$ cat config.mk
export PLATFORM = sky130hd
export DESIGN_NAME = dxt1_dxt3_block_decoder
export DESIGN_NICKNAME = d
export VERILOG_FILES = /design/src/rtl/dxtbd_pkg.sv /design/src/rtl/dxtbd_palette.sv /design/src/rtl/dxtbd_row_sel.sv /design/src/rtl/dxt1_dxt3_block_decoder.sv
export SDC_FILE = /design/constraint.sdc
export NUM_CORES = 1
export LEC_CHECK = 0
export BUFFER_PORTS_ARGS = -buffer_cell sky130_fd_sc_hd__buf_2
export CAP_MARGIN = 10
export CORE_MARGIN = 5
export CORE_UTILIZATION = 45
export CTS_CLUSTER_DIAMETER = 120
export CTS_CLUSTER_SIZE = 10
export DETAILED_ROUTE_END_ITERATION = 16
export PLACE_DENSITY_LB_ADDON = 0.08
export RECOVER_POWER = 50
export SYNTH_ARGS = -nofsm -noshare
export SYNTH_HDL_FRONTEND = slang
export SYNTH_HIERARCHICAL = 1
export SYNTH_SLANG_ARGS = --single-unit
$ cat constraint.sdc
create_clock -name clk_i -period 9.4 [get_ports clk_i]
set_clock_uncertainty 0.1 [all_clocks]
set_input_delay 0.94 -clock clk_i [delete_from_list [all_inputs] [get_ports clk_i]]
set_output_delay 0.94 -clock clk_i [all_outputs]
set_load 0.03 [all_outputs]
$ cat src/rtl/dxtbd_pkg.sv
// Shared types, constants and helper functions for the DXT1/DXT3 block decoder.
// No dependencies.
package dxtbd_pkg;

  localparam int unsigned BlockW = 64;
  localparam int unsigned PixelW = 32;
  localparam int unsigned RgbW   = 24;

  localparam logic [7:0] Weight1 = 8'h55;
  localparam logic [7:0] Weight2 = 8'haa;
  localparam logic [7:0] Opaque  = 8'hff;
  localparam logic [7:0] Clear   = 8'h00;
  localparam logic [1:0] LastRow = 2'd3;
  localparam logic [1:0] IdxFour = 2'd3;

  typedef logic [RgbW-1:0] rgb_t;

  typedef struct packed {
    rgb_t [3:0] entry;
    logic       greater;
  } pal_t;

  // RGB565 to packed 8:8:8 by bit replication
  function automatic rgb_t widen565(input logic [15:0] v);
    logic [4:0] r;
    logic [5:0] g;
    logic [4:0] b;
    r = v[15:11];
    g = v[10:5];
    b = v[4:0];
    return {r, r[4:2], g, g[5:4], b, b[4:2]};
  endfunction

  // a + floor((t + floor(t/256)) / 256), t = (b - a) * w + 128
  function automatic logic [7:0] blend(input logic [7:0] a, input logic [7:0] b,
                                       input logic [7:0] w);
    logic signed [17:0] d;
    logic signed [17:0] t;
    logic signed [17:0] s;
    logic signed [17:0] r;
    d = $signed({10'b0, b}) - $signed({10'b0, a});
    t = d * $signed({10'b0, w}) + 18'sd128;
    s = t + (t >>> 8);
    r = $signed({10'b0, a}) + (s >>> 8);
    return r[7:0];
  endfunction

  function automatic logic [7:0] mean(input logic [7:0] a, input logic [7:0] b);
    logic [8:0] sum;
    sum = {1'b0, a} + {1'b0, b} + 9'd1;
    return sum[8:1];
  endfunction

endpackage

$ cat src/rtl/dxtbd_palette.sv
// Builds the four-entry color palette from the two RGB565 endpoints.
// Depends on dxtbd_pkg.
module dxtbd_palette (
  input  logic [31:0]     endpoints_i,
  output dxtbd_pkg::pal_t pal_o
);

  logic [15:0]      c0;
  logic [15:0]      c1;
  dxtbd_pkg::rgb_t  p0;
  dxtbd_pkg::rgb_t  p1;
  dxtbd_pkg::rgb_t  e2;
  dxtbd_pkg::rgb_t  e3;
  logic             greater;

  assign c0      = endpoints_i[15:0];
  assign c1      = endpoints_i[31:16];
  assign p0      = dxtbd_pkg::widen565(c0);
  assign p1      = dxtbd_pkg::widen565(c1);
  assign greater = c0 > c1;

  always_comb begin
    for (int k = 0; k < 3; k++) begin
      if (greater) begin
        e2[8*k +: 8] = dxtbd_pkg::blend(p0[8*k +: 8], p1[8*k +: 8], dxtbd_pkg::Weight1);
        e3[8*k +: 8] = dxtbd_pkg::blend(p0[8*k +: 8], p1[8*k +: 8], dxtbd_pkg::Weight2);
      end else begin
        e2[8*k +: 8] = dxtbd_pkg::mean(p0[8*k +: 8], p1[8*k +: 8]);
        e3[8*k +: 8] = dxtbd_pkg::Opaque;
      end
    end
  end

  assign pal_o.entry   = {e3, e2, p1, p0};
  assign pal_o.greater = greater;

endmodule

$ cat src/rtl/dxtbd_row_sel.sv
// Picks palette colors and alpha for the four pixels of one row.
// Depends on dxtbd_pkg.
module dxtbd_row_sel (
  input  dxtbd_pkg::pal_t pal_i,
  input  logic [7:0]      idx_row_i,
  input  logic [15:0]     alpha_row_i,
  input  logic            mode_dxt3_i,
  output logic [3:0][31:0] pixel_o
);

  always_comb begin
    for (int x = 0; x < 4; x++) begin
      logic [1:0] idx;
      logic [3:0] nib;
      logic [7:0] alpha;
      idx = idx_row_i[2*x +: 2];
      nib = alpha_row_i[4*x +: 4];
      if (mode_dxt3_i) begin
        alpha = {nib, nib};
      end else if (!pal_i.greater && idx == dxtbd_pkg::IdxFour) begin
        alpha = dxtbd_pkg::Clear;
      end else begin
        alpha = dxtbd_pkg::Opaque;
      end
      pixel_o[x] = {pal_i.entry[idx], alpha};
    end
  end

endmodule

$ cat src/rtl/dxt1_dxt3_block_decoder.sv
// Top level of the DXT1/DXT3 block decoder: block register, row control, output register.
// Depends on dxtbd_pkg, dxtbd_palette and dxtbd_row_sel.
//
// channel | signals                                  | dir | word
// in      | in_valid_i in_ready_o                    | in  | color_block_i, alpha_block_i
// out     | out_valid_o out_ready_i                  | out | pixel_a..d_o, row_index_o, last_row_o
// cfg     | cfg_valid_i cfg_ready_o                  | in  | cfg_mode_dxt3_i
//
// One block in, four row words out, one row per cycle while the output is not stalled.
// The next block is taken in the cycle its predecessor's last row moves to the
// output, so blocks stream back to back without a gap.
// Output stalls hold the row counter and block register. Reset empties both
// stages and clears mode_dxt3. cfg_ready_o is always high.
module dxt1_dxt3_block_decoder (
  input  logic        clk_i,
  input  logic        rst_ni,
  input  logic        cfg_valid_i,
  output logic        cfg_ready_o,
  input  logic        cfg_mode_dxt3_i,
  input  logic        in_valid_i,
  output logic        in_ready_o,
  input  logic [63:0] color_block_i,
  input  logic [63:0] alpha_block_i,
  output logic        out_valid_o,
  input  logic        out_ready_i,
  output logic [31:0] pixel_a_o,
  output logic [31:0] pixel_b_o,
  output logic [31:0] pixel_c_o,
  output logic [31:0] pixel_d_o,
  output logic [1:0]  row_index_o,
  output logic        last_row_o
);

  logic            mode_q;
  logic            busy_q, busy_d;
  logic [1:0]      row_q, row_d;
  logic [63:0]     color_q;
  logic [63:0]     alpha_q;
  logic            out_valid_q, out_valid_d;
  logic [3:0][31:0] pix_q;
  logic [1:0]      out_row_q;

  logic            advance;
  logic            load_out;
  logic            in_take;
  dxtbd_pkg::pal_t pal;
  logic [3:0][31:0] pix_d;

  assign cfg_ready_o = 1'b1;
  assign advance     = out_ready_i || !out_valid_q;
  assign load_out    = busy_q && advance;
  assign in_ready_o  = !busy_q || (advance && row_q == dxtbd_pkg::LastRow);
  assign in_take     = in_valid_i && in_ready_o;

  dxtbd_palette u_palette (
    .endpoints_i (color_q[31:0]),
    .pal_o       (pal)
  );

  dxtbd_row_sel u_row_sel (
    .pal_i       (pal),
    .idx_row_i   (color_q[{1'b1, row_q, 3'b000} +: 8]),
    .alpha_row_i (alpha_q[{row_q, 4'b0000} +: 16]),
    .mode_dxt3_i (mode_q),
    .pixel_o     (pix_d)
  );

  always_comb begin
    busy_d      = busy_q;
    row_d       = row_q;
    out_valid_d = out_valid_q;
    if (advance) begin
      out_valid_d = busy_q;
    end
    if (load_out) begin
      row_d = row_q + 2'd1;
      if (row_q == dxtbd_pkg::LastRow) begin
        busy_d = 1'b0;
      end
    end
    if (in_take) begin
      busy_d = 1'b1;
      row_d  = 2'd0;
    end
  end

  always_ff @(posedge clk_i or negedge rst_ni) begin
    if (!rst_ni) begin
      mode_q      <= 1'b0;
      busy_q      <= 1'b0;
      row_q       <= 2'd0;
      out_valid_q <= 1'b0;
    end else begin
      if (cfg_valid_i && cfg_ready_o) begin
        mode_q <= cfg_mode_dxt3_i;
      end
      busy_q      <= busy_d;
      row_q       <= row_d;
      out_valid_q <= out_valid_d;
    end
  end

  always_ff @(posedge clk_i) begin
    if (in_take) begin
      color_q <= color_block_i;
      alpha_q <= alpha_block_i;
    end
    if (load_out) begin
      pix_q     <= pix_d;
      out_row_q <= row_q;
    end
  end

  assign out_valid_o = out_valid_q;
  assign pixel_a_o   = pix_q[0];
  assign pixel_b_o   = pix_q[1];
  assign pixel_c_o   = pix_q[2];
  assign pixel_d_o   = pix_q[3];
  assign row_index_o = out_row_q;
  assign last_row_o  = out_row_q == dxtbd_pkg::LastRow;

  a_take_sets_busy: assert property (@(posedge clk_i) disable iff (!rst_ni)
    in_take |=> busy_q)
    else $error("accepted block did not mark the decoder busy");

  a_ready_only_at_end: assert property (@(posedge clk_i) disable iff (!rst_ni)
    busy_q && in_ready_o |-> row_q == dxtbd_pkg::LastRow && advance)
    else $error("new block taken before last row left");

  a_rows_follow: assert property (@(posedge clk_i) disable iff (!rst_ni)
    out_valid_o && out_ready_i && !last_row_o |=> out_valid_o)
    else $error("gap inside a block's rows");

  a_row_order: assert property (@(posedge clk_i) disable iff (!rst_ni)
    out_valid_o && out_ready_i && !last_row_o |=> row_index_o == $past(row_index_o) + 2'd1)
    else $error("rows out of order");

endmodule

==> results of run 1 <==
per-layer routing:
metal	share of wire [%]	wire length, µm
met5	0	0
met4	2.4	1660
met2	52	36600
met1	42	29800
met3	3.7	2650
cells in the final DEF (no fill, tap or decap), types with 27 or more instances in the layout:
cell type                   instances
sky130_fd_sc_hd__buf_2            195
sky130_fd_sc_hd__a21oi_1          110
sky130_fd_sc_hd__fa_1              72
sky130_fd_sc_hd__inv_1            250
sky130_fd_sc_hd__clkbuf_16         30
sky130_fd_sc_hd__edfxtp_1         258
sky130_fd_sc_hd__a21o_1            44
sky130_fd_sc_hd__o21ai_0           37
sky130_fd_sc_hd__nand2_1           78
sky130_fd_sc_hd__xnor2_1          111
sky130_fd_sc_hd__a21oi_2           32
sky130_fd_sc_hd__inv_2             27
sky130_fd_sc_hd__ha_1             263
sky130_fd_sc_hd__xor2_1            56
sky130_fd_sc_hd__ha_4              40
sky130_fd_sc_hd__buf_4            357
sky130_fd_sc_hd__o21bai_1          32
sky130_fd_sc_hd__mux4_2            99
sky130_fd_sc_hd__clkbuf_1          98
sky130_fd_sc_hd__nor2_1           112
flip-flops by register name, summed over array words and instances, names as in the netlist, 2 cells and up:
register and flops:
alpha_q 64, color_q 64, pixel_a_o 32, pixel_b_o 32, pixel_c_o 32, pixel_d_o 32, row_index_o 2, row_q 2
synth_stat cells (20+ instances only):
cell type	count
sky130_fd_sc_hd__o21bai_1	35
sky130_fd_sc_hd__a21oi_1	146
sky130_fd_sc_hd__o21ai_0	65
sky130_fd_sc_hd__buf_2	25
sky130_fd_sc_hd__xnor2_1	139
sky130_fd_sc_hd__inv_1	278
sky130_fd_sc_hd__mux4_1	25
sky130_fd_sc_hd__o21a_1	20
sky130_fd_sc_hd__edfxtp_1	258
sky130_fd_sc_hd__nor2_1	124
sky130_fd_sc_hd__fa_1	75
sky130_fd_sc_hd__mux4_2	95
sky130_fd_sc_hd__a21o_1	44
sky130_fd_sc_hd__nand2b_1	24
sky130_fd_sc_hd__buf_4	67
sky130_fd_sc_hd__ha_1	310
sky130_fd_sc_hd__nor3_1	23
sky130_fd_sc_hd__nand2_1	80
sky130_fd_sc_hd__xor2_1	63
sky130_fd_sc_hd__clkbuf_1	26
worst max-delay path, delay by kind of cell (launching register included):
family	cells	cell delay, ns
buffers and inverters	4	0.43
DFF	1	0.38
xor gates and xnor gates	6	0.92
and+or+nand+nor	7	0.76
adders and majority gates	9	2.75
muxes	1	0.53
AOI/OAI and AO/OA	18	3.28
layout make-up:
type	instances	area [µm²]	area share, %
multi-input cells	1526	16500	52.8
flip-flops and latches	263	7870	25.2
repair buffers	636	4040	13.0
inverters	280	1060	3.39
well taps	704	881	2.82
clock buffers	53	837	2.68
clock inverters	3	40.0	0.128
diodes	3	7.51	0.0241
through the flow:
step,setup slack [ns],TNS (ns)
2_1_floorplan,-0.0373,-0.149
3_3_place_gp,-0.281,-2.14
3_5_place_dp,-0.462,-4.36
4_1_cts,-0.0183,-0.0232
5_1_grt,-0.472,-4.05
6_report,-0.0369,-0.123
logic make-up after synthesis:
kind of cell,share of synthesized area [%]
AOI/OAI and AO/OA,11.5
buffers and inverters,8.29
adders and majority gates,21.7
and+or+nand+nor,7.40
DFF,31.8
xor gates and xnor gates,7.29
muxes,12.0
other,0.0151
final timing paths:
kind / slack, ns / start / end / depth (start not counted)
setup / recovery: -0.04 / color_q[9] / pixel_a_o[23] / 45
min in group clk_i: 0.42 / color_block_i[0] / color_q[0] / 1
max in group asynchronous: 8.78 / rst_ni / row_q[0] / 1
hold reg to reg: 0.49 / busy_q / out_valid_o / 1
hold / removal: 0.13 / rst_ni / row_q[1] / 1
setup reg to reg: -0.04 / color_q[9] / pixel_a_o[23] / 45
repair_timing:
action / in CTS / in global routing
pin swaps: 65 / 156
resized for setup: 60 / 207
cloned: 0 / 0
buffers inserted: 21 / 39
endpoints found under the setup margin: 16 / 44
==> flow_metrics.tcl, run 1 <==
set metrics [dict create \
    syn_inst 2206 \
    route.final.wire_length_um 70700 \
    io_pins 268 \
    cp_slowest_cell "sky130_fd_sc_hd__mux4_2" \
    synth_largest_type_area_fraction_pct 31.2 \
    synthTopCellsByArea "sky130_fd_sc_hd__edfxtp_1 31%, sky130_fd_sc_hd__ha_1 16%, sky130_fd_sc_hd__mux4_2 8.6%" \
    max-cap-violations 4 \
    asyncSetResetFlopFracSynth_pct 1.90 \
    max_clock_freq_mhz 106 \
    global_route_wire_length_before_repair_um 106000 \
    tritoncts "done" \
    detail_route.drc_violations 0 \
    first_global_vias 19100 \
    gp_congestion 0.875 \
    grt.met3_usage_pct 1.96 \
    clk-insertion-delay-late_ns 0.60 \
    post_route_cells_drive_above_1_share_pct 35.6 \
    grt-ovfl-total 0 \
    avgRoutedWirePerCell_um 20.4 \
    result_of_the_run "complete, but fails checks" \
    via_per_inst 5.41 \
    postSynthRegisterBits 263 \
    buffer_ports.inserted 266 \
    post-route-util_pct 56.9 \
    synth.yosys.warnings 6 \
    avgSynthCellArea_um2 11.2 \
    worstPathMaxFanout 4 \
    tightestPinTransition_ns 3.82 \
    final.min_clock_period_ns 9.44 \
    violations "capacitance limit, slew limit, setup timing" \
    antenna_violations_before_repair 4 \
    finalSetupViolCount 4 \
    required_time_at_the_worst_slack_endpoint_ns 9.62 \
    final_antenna_net_count 0 \
    cts_inserted_buffers 30 \
    post-place-cells 3351 \
    relSlewSlack_pct -155 \
    clk_root_buffer_cell "sky130_fd_sc_hd__clkbuf_16" \
    grt_util_met1_pct 29.0 \
    grt_max_degree 71 \
    detailedRoute.firstIterationViolations 892 \
    final.fill_count 4757 \
    coreArea_um2 54900 \
    cts.reportedPaths.clkPinSlew_ns 0.06 \
    cts_buffer_depth 3 \
    syn-cell-area_um2 24800 \
    placementRows 86 \
    number_of_iterations_in_the_first_detailed_routing_pass 5 \
    worst_path_largest_cell_delay_ns 0.53 \
    place_area_um2 28700 \
    timing.hold.worst.class "in -> async" \
    cts_hold_buf 0 \
    dieWidth_um 245 \
    grt_use_met2_pct 40.6 \
    dieArea_um2 59900 \
    cts-htree-levels 1 \
    final.hold.worst_slack_ns 0.135 \
    post-synth-top-area-cell "sky130_fd_sc_hd__edfxtp_1" \
    route.vias.total 18800 \
    synth-seq-area-share_pct 31.8 \
    hold_viol_final 0 \
    ys.flop_type "sky130_fd_sc_hd__edfxtp_1" \
    clk_sink_count 263 \
    die-height_um 245 \
    path_class "reg -> reg" \
    synth.net_count 2725 \
    layer_with_the_highest_usage_after_global_routing "met2" \
    layout-area-overhead-vs-synth_pct 25.9 \
    rsz0062_at_grt "true" \
    worst_setup_path_end_kind "register" \
    start_util_pct 45.2 \
    report.final.slew_viol_count 188 \
    worstPathArrival_ns 9.65 \
    final.period_utilization_pct 100 \
    synth_cell_types 92 \
    nets_final 3256 \
    global_route.usage.total_pct 22.4 \
    place_hpwl_um 54900 \
    crit_path_frequent_cell "sky130_fd_sc_hd__ha_1" \
    post_route_design_area_um2 31200 \
    post_layout_nonfiller_instances 3468 \
    final.setup.worst_slack_ns -0.0369 \
    synth_edf_count 258 \
    start_kind "register" \
]
Power of run 1 is left out: the tool's default activity adds up to more than one toggle a clock period on the data nets, which glitch-free logic cannot reach.
==> run 2, diff against run 1 <==
- ABC_CLOCK_PERIOD_IN_PS: not set -> 9400
- SETUP_SLACK_MARGIN: not set -> 0.4
==> run 2 against run 1 <==
  * The run still ends with capacitance limit, slew limit, setup timing left
  * Fmax hardly changed
  * Die area stayed put
  * Critical path depth is 3 lower
  * Final cell count is 1.9% lower
  * Via count is 1.2% lower
  * Sequential share of layout area is 0.37 points higher
  * Hold slack better by 0.0051 ns
  * Core utilization is 0.84 points lower
  * Routed wire length is 2.2% higher
  * Critical endpoint is now pixel_c_o[23]
==> flow_metrics.tcl, run 2 (synthesis gave the netlist of run 1 again) <==
set metrics [dict create \
    final.hold.worst_slack_ns 0.140 \
    finalSetupViolCount 4 \
    final.fill_count 4752 \
    clk_sink_count 263 \
    dieArea_um2 59900 \
    place_hpwl_um 55300 \
    start_util_pct 45.2 \
    layout.cells.most_common "sky130_fd_sc_hd__buf_4" \
    cts_hold_buf 0 \
    antenna_violations_before_repair 6 \
    grt-ovfl-total 0 \
    required_time_at_the_worst_slack_endpoint_ns 9.60 \
    tritoncts "done" \
    placementRows 86 \
    gp_congestion 0.885 \
    post-place-cells 3276 \
    rsz0062_at_grt "true" \
    first_global_vias 19200 \
    report.final.slew_viol_count 174 \
    dieWidth_um 245 \
    cts_inserted_buffers 30 \
    die-height_um 245 \
    detail_route.drc_violations 0 \
    clk-insertion-delay-late_ns 0.59 \
    cts_buffer_depth 3 \
    worst-r2r-cell-count 42 \
    cts.reportedPaths.clkPinSlew_ns 0.06 \
    worst_path_largest_cell_delay_ns 0.54 \
    final.min_clock_period_ns 9.45 \
    worst_setup_path_end_kind "register" \
    crit_path_frequent_cell "sky130_fd_sc_hd__a21oi_2" \
    max-cap-violations 4 \
    via_per_inst 5.46 \
    post-route-util_pct 56.0 \
    grt_max_degree 74 \
    hold_viol_final 0 \
    cts-htree-levels 1 \
    tightestPinTransition_ns 3.31 \
    route.final.wire_length_um 72300 \
    start_kind "register" \
    final.setup.worst_slack_ns -0.0461 \
    path_class "reg -> reg" \
    global_route.usage.total_pct 23.4 \
    route.vias.total 18600 \
    avgRoutedWirePerCell_um 21.3 \
    clk_root_buffer_cell "sky130_fd_sc_hd__clkbuf_16" \
    global_route_wire_length_before_repair_um 110000 \
    layout-area-overhead-vs-synth_pct 24.0 \
    coreArea_um2 54900 \
    seq_area_um2 7870 \
    violations "capacitance limit, slew limit, setup timing" \
    worstPathArrival_ns 9.65 \
    multi_input_comb_area_um2 16600 \
    max_clock_freq_mhz 106 \
    detailedRoute.firstIterationViolations 1140 \
    final.period_utilization_pct 100 \
    io_pins 268 \
    result_of_the_run "complete, but fails checks" \
    cp_slowest_cell "sky130_fd_sc_hd__fa_1" \
    worstPathMaxFanout 4 \
    timing.hold.worst.class "in -> async" \
    final_antenna_net_count 0 \
    buffer_ports.inserted 266 \
    mostFrequentLayoutCells "300 x sky130_fd_sc_hd__buf_4, 262 x sky130_fd_sc_hd__ha_1, 258 x sky130_fd_sc_hd__edfxtp_1, 245 x sky130_fd_sc_hd__inv_1, 166 x sky130_fd_sc_hd__clkbuf_1" \
    relSlewSlack_pct -121 \
    post_layout_nonfiller_instances 3401 \
    nets_final 3198 \
    number_of_iterations_in_the_first_detailed_routing_pass 5 \
    largest_registers "alpha_q x64, color_q x64" \
    post_route_cells_drive_above_1_share_pct 31.8 \
]
-- run 2: timing repair --
| item | CTS | global route |
|---|---|---|
| resized for setup | 69 | 140 |
| pin swaps | 38 | 142 |
| endpoints found under the setup margin | 32 | 66 |
| setup buffers | 45 | 30 |
-- run 2: area by class of cell --
class,instances,area share [%]
clock buffer,45,2.62
antenna,3,0.0244
timing repair buffer,578,11.4
clock inverter,2,0.126
inverter,280,3.45
tap,704,2.86
sequential,263,25.6
multi-input combinational,1526,53.9
-- run 2: metal layers --
layer | global-route usage [%] | part of all wire [%]
met5 | 0 | 0.054
met4 | 4.50 | 2.1
met3 | 4.64 | 5.9
met2 | 39.1 | 48
met1 | 32.1 | 44
-- run 2: worst max-delay path: cells and delay by family (launching register included) --
family / cells / cell delay, ns
compound gates: 20 / 3.73
xor+xnor: 4 / 0.53
fa+ha+maj: 8 / 2.66
buf+inv: 6 / 0.53
flops: 1 / 0.41
mux: 1 / 0.51
simple gates: 3 / 0.69
-- run 2: stage by stage --
| stage | setup WS (ns) | area (µm²) | TNS [ns] |
|---|---|---|---|
| after detailed placement | -0.197 | 28500 | -1.48 |
| after CTS | 0.0896 | 30000 | 0 |
| final | -0.0461 | 30700 | -0.124 |
| after global routing | -0.372 | 30700 | -3.55 |
| after floorplan | -0.0373 | 25600 | -0.149 |
| after global placement | -0.102 | 28500 | -0.642 |
-- run 2: worst paths after layout --
kind	start	end	slack, ns
setup reg to reg	color_q[25]	pixel_c_o[23]	-0.05
setup / recovery	color_q[25]	pixel_c_o[23]	-0.05
min in group clk_i	alpha_block_i[6]	alpha_q[6]	0.43
hold reg to reg	busy_q	out_valid_o	0.47
hold / removal	rst_ni	mode_q	0.14
max in group asynchronous	rst_ni	out_valid_o	8.79
Power of run 2 is left out for the same reason.
==> run 3, diff against run 2 <==
- ABC_CLOCK_PERIOD_IN_PS: 9400 -> 10300
- CORE_UTILIZATION: 45 -> 60
- clock period: 9.4 -> 10.3 ns (I/O delays scaled with it)
==> run 3 against run 2 <==
  * The flow finishes with violations (capacitance limit, slew limit)
  * Count of clock-buffer cells in the layout rose by 1
  * Hold slack improved by 0.089 ns
  * Fmax down 1.4%
  * Register-to-register slack better by 0.76 ns
  * Worst setup slack improved by 0.76 ns
  * Via count shrank 1.5%
  * Highest routed layer unchanged
  * First-iteration DRC count up 32%
==> flow_metrics.tcl, run 3 (synthesis gave the netlist of run 1 again) <==
set metrics [dict create \
    finalSetupViolCount 0 \
    place_area_um2 26500 \
    clk_root_buffer_cell "sky130_fd_sc_hd__clkbuf_16" \
    max-cap-violations 4 \
    io_pins 268 \
    die-height_um 213 \
    report.final.slew_viol_count 187 \
    place_hpwl_um 50600 \
    route.final.wire_length_um 66400 \
    buffer_ports.inserted 266 \
    rsz0062_at_grt "true" \
    grt-ovfl-total 0 \
    coreArea_um2 40800 \
    hold_viol_final 0 \
    max_clock_freq_mhz 104 \
    avgRoutedWirePerCell_um 21.7 \
    start_kind "register" \
    timing.hold.worst.class "in -> async" \
    relSlewSlack_pct -184 \
    cts_inserted_buffers 30 \
    clk-insertion-delay-late_ns 0.58 \
    cts_buffer_depth 3 \
    sum_of_negative_setup_slack_ns 0 \
    tritoncts "done" \
    layout-area-overhead-vs-synth_pct 15.5 \
    post_layout_nonfiller_instances 3054 \
    start_util_pct 60.7 \
    cts_hold_buf 0 \
    post-place-cells 2955 \
    violations "capacitance limit, slew limit" \
    post_route_design_area_um2 28600 \
    gp_congestion 0.908 \
    final.hold.worst_slack_ns 0.228 \
    final_antenna_net_count 0 \
    nets_final 3022 \
    result_of_the_run "complete, but fails checks" \
    largest_registers "alpha_q x64, color_q x64" \
    cts-htree-levels 1 \
    dieArea_um2 45500 \
    via_per_inst 5.99 \
    required_time_at_the_worst_slack_endpoint_ns 10.51 \
    tightestPinTransition_ns 4.26 \
    clk_sink_count 263 \
    cp_slowest_cell "sky130_fd_sc_hd__fa_1" \
    antenna_violations_before_repair 5 \
    worstPathMaxFanout 6 \
    crit_path_frequent_cell "sky130_fd_sc_hd__xnor2_1" \
    global_route_wire_length_before_repair_um 98900 \
    route.vias.total 18300 \
    number_of_iterations_in_the_first_detailed_routing_pass 6 \
    grt_max_degree 77 \
    path_class "reg -> reg" \
    post_route_cells_drive_above_1_share_pct 26.2 \
    first_global_vias 18100 \
    detailedRoute.firstIterationViolations 1508 \
    cts.reportedPaths.clkPinSlew_ns 0.06 \
    placementRows 74 \
    dieWidth_um 213 \
    worstPathArrival_ns 9.80 \
    global_route.usage.total_pct 27.8 \
    worst_path_largest_cell_delay_ns 0.57 \
    worst_setup_path_end_kind "register" \
    reg2reg_slack_ns 0.72 \
    layout.cells.most_common "sky130_fd_sc_hd__ha_1" \
    detail_route.drc_violations 0 \
    final.min_clock_period_ns 9.58 \
    final.period_utilization_pct 93.0 \
    mostFrequentLayoutCells "281 x sky130_fd_sc_hd__ha_1, 263 x sky130_fd_sc_hd__inv_1, 258 x sky130_fd_sc_hd__edfxtp_1, 185 x sky130_fd_sc_hd__buf_2, 132 x sky130_fd_sc_hd__buf_4" \
]
==> run 3: changes by cell type in the layout (fill, tap and decap cells not counted), sizes merged <==
cell / change
buf: -109
clkbuf: -66
clkinv: +1
inv: -1
==> run 3: critical path: cells and delay by family (launching register included) <==
kind                     cells  cell delay [ns]
multiplexers                 1             0.48
AO/OA/AOI/OAI               12             2.24
buffers and inverters        4             0.29
adder cells (fa/ha/maj)      9             3.11
XOR/XNOR                     8             1.23
AND/OR/NAND/NOR              8             1.45
flip-flops                   1             0.41
==> run 3: final timing paths <==
kind	from	end	cells after the start
min in group clk_i	busy_q	out_valid_o	1
hold / removal	rst_ni	mode_q	1
hold reg to reg	busy_q	out_valid_o	1
setup reg to reg	color_q[29]	pixel_b_o[31]	42
setup / recovery	color_q[29]	pixel_b_o[31]	42
max in group asynchronous	rst_ni	out_valid_o	1
==> run 3: per-layer routing <==
metal	up-vias	track usage [%]	wire length (µm)
li1	8504	-	-
met1	8977	36.3	26500
met2	645	47.4	32800
met3	151	4.67	4620
met4	6	9.74	2440
met5	-	0	34
==> run 3: per-stage QoR <==
step / setup WS [ns] / util, %
6_report: 0.717 / 70.1
5_1_grt: 0.229 / 70.1
4_1_cts: 0.406 / 67.5
3_5_place_dp: 0.111 / 65.0
3_3_place_gp: 0.303 / 65.0
2_1_floorplan: 0.405 / -
==> run 3: what timing repair did <==
| action | CTS | global route |
|---|---|---|
| gates resized for setup | 24 | 192 |
| setup buffers | 7 | 41 |
| pin swaps | 6 | 112 |
| gates cloned | 0 | 0 |
| setup endpoints to repair | 16 | 48 |
==> run 3: area by class of cell <==
type	count	area, µm²
Antenna cell	3	7.51
Fill cell	3018	12200
Tap cell	532	666
Timing Repair Buffer	402	2240
Clock inverter	2	38.8
Multi-Input combinational cell	1526	15900
Inverter	280	1060
Sequential cell	263	7870
Clock buffer	46	811
Power of run 3 is left out for the same reason.
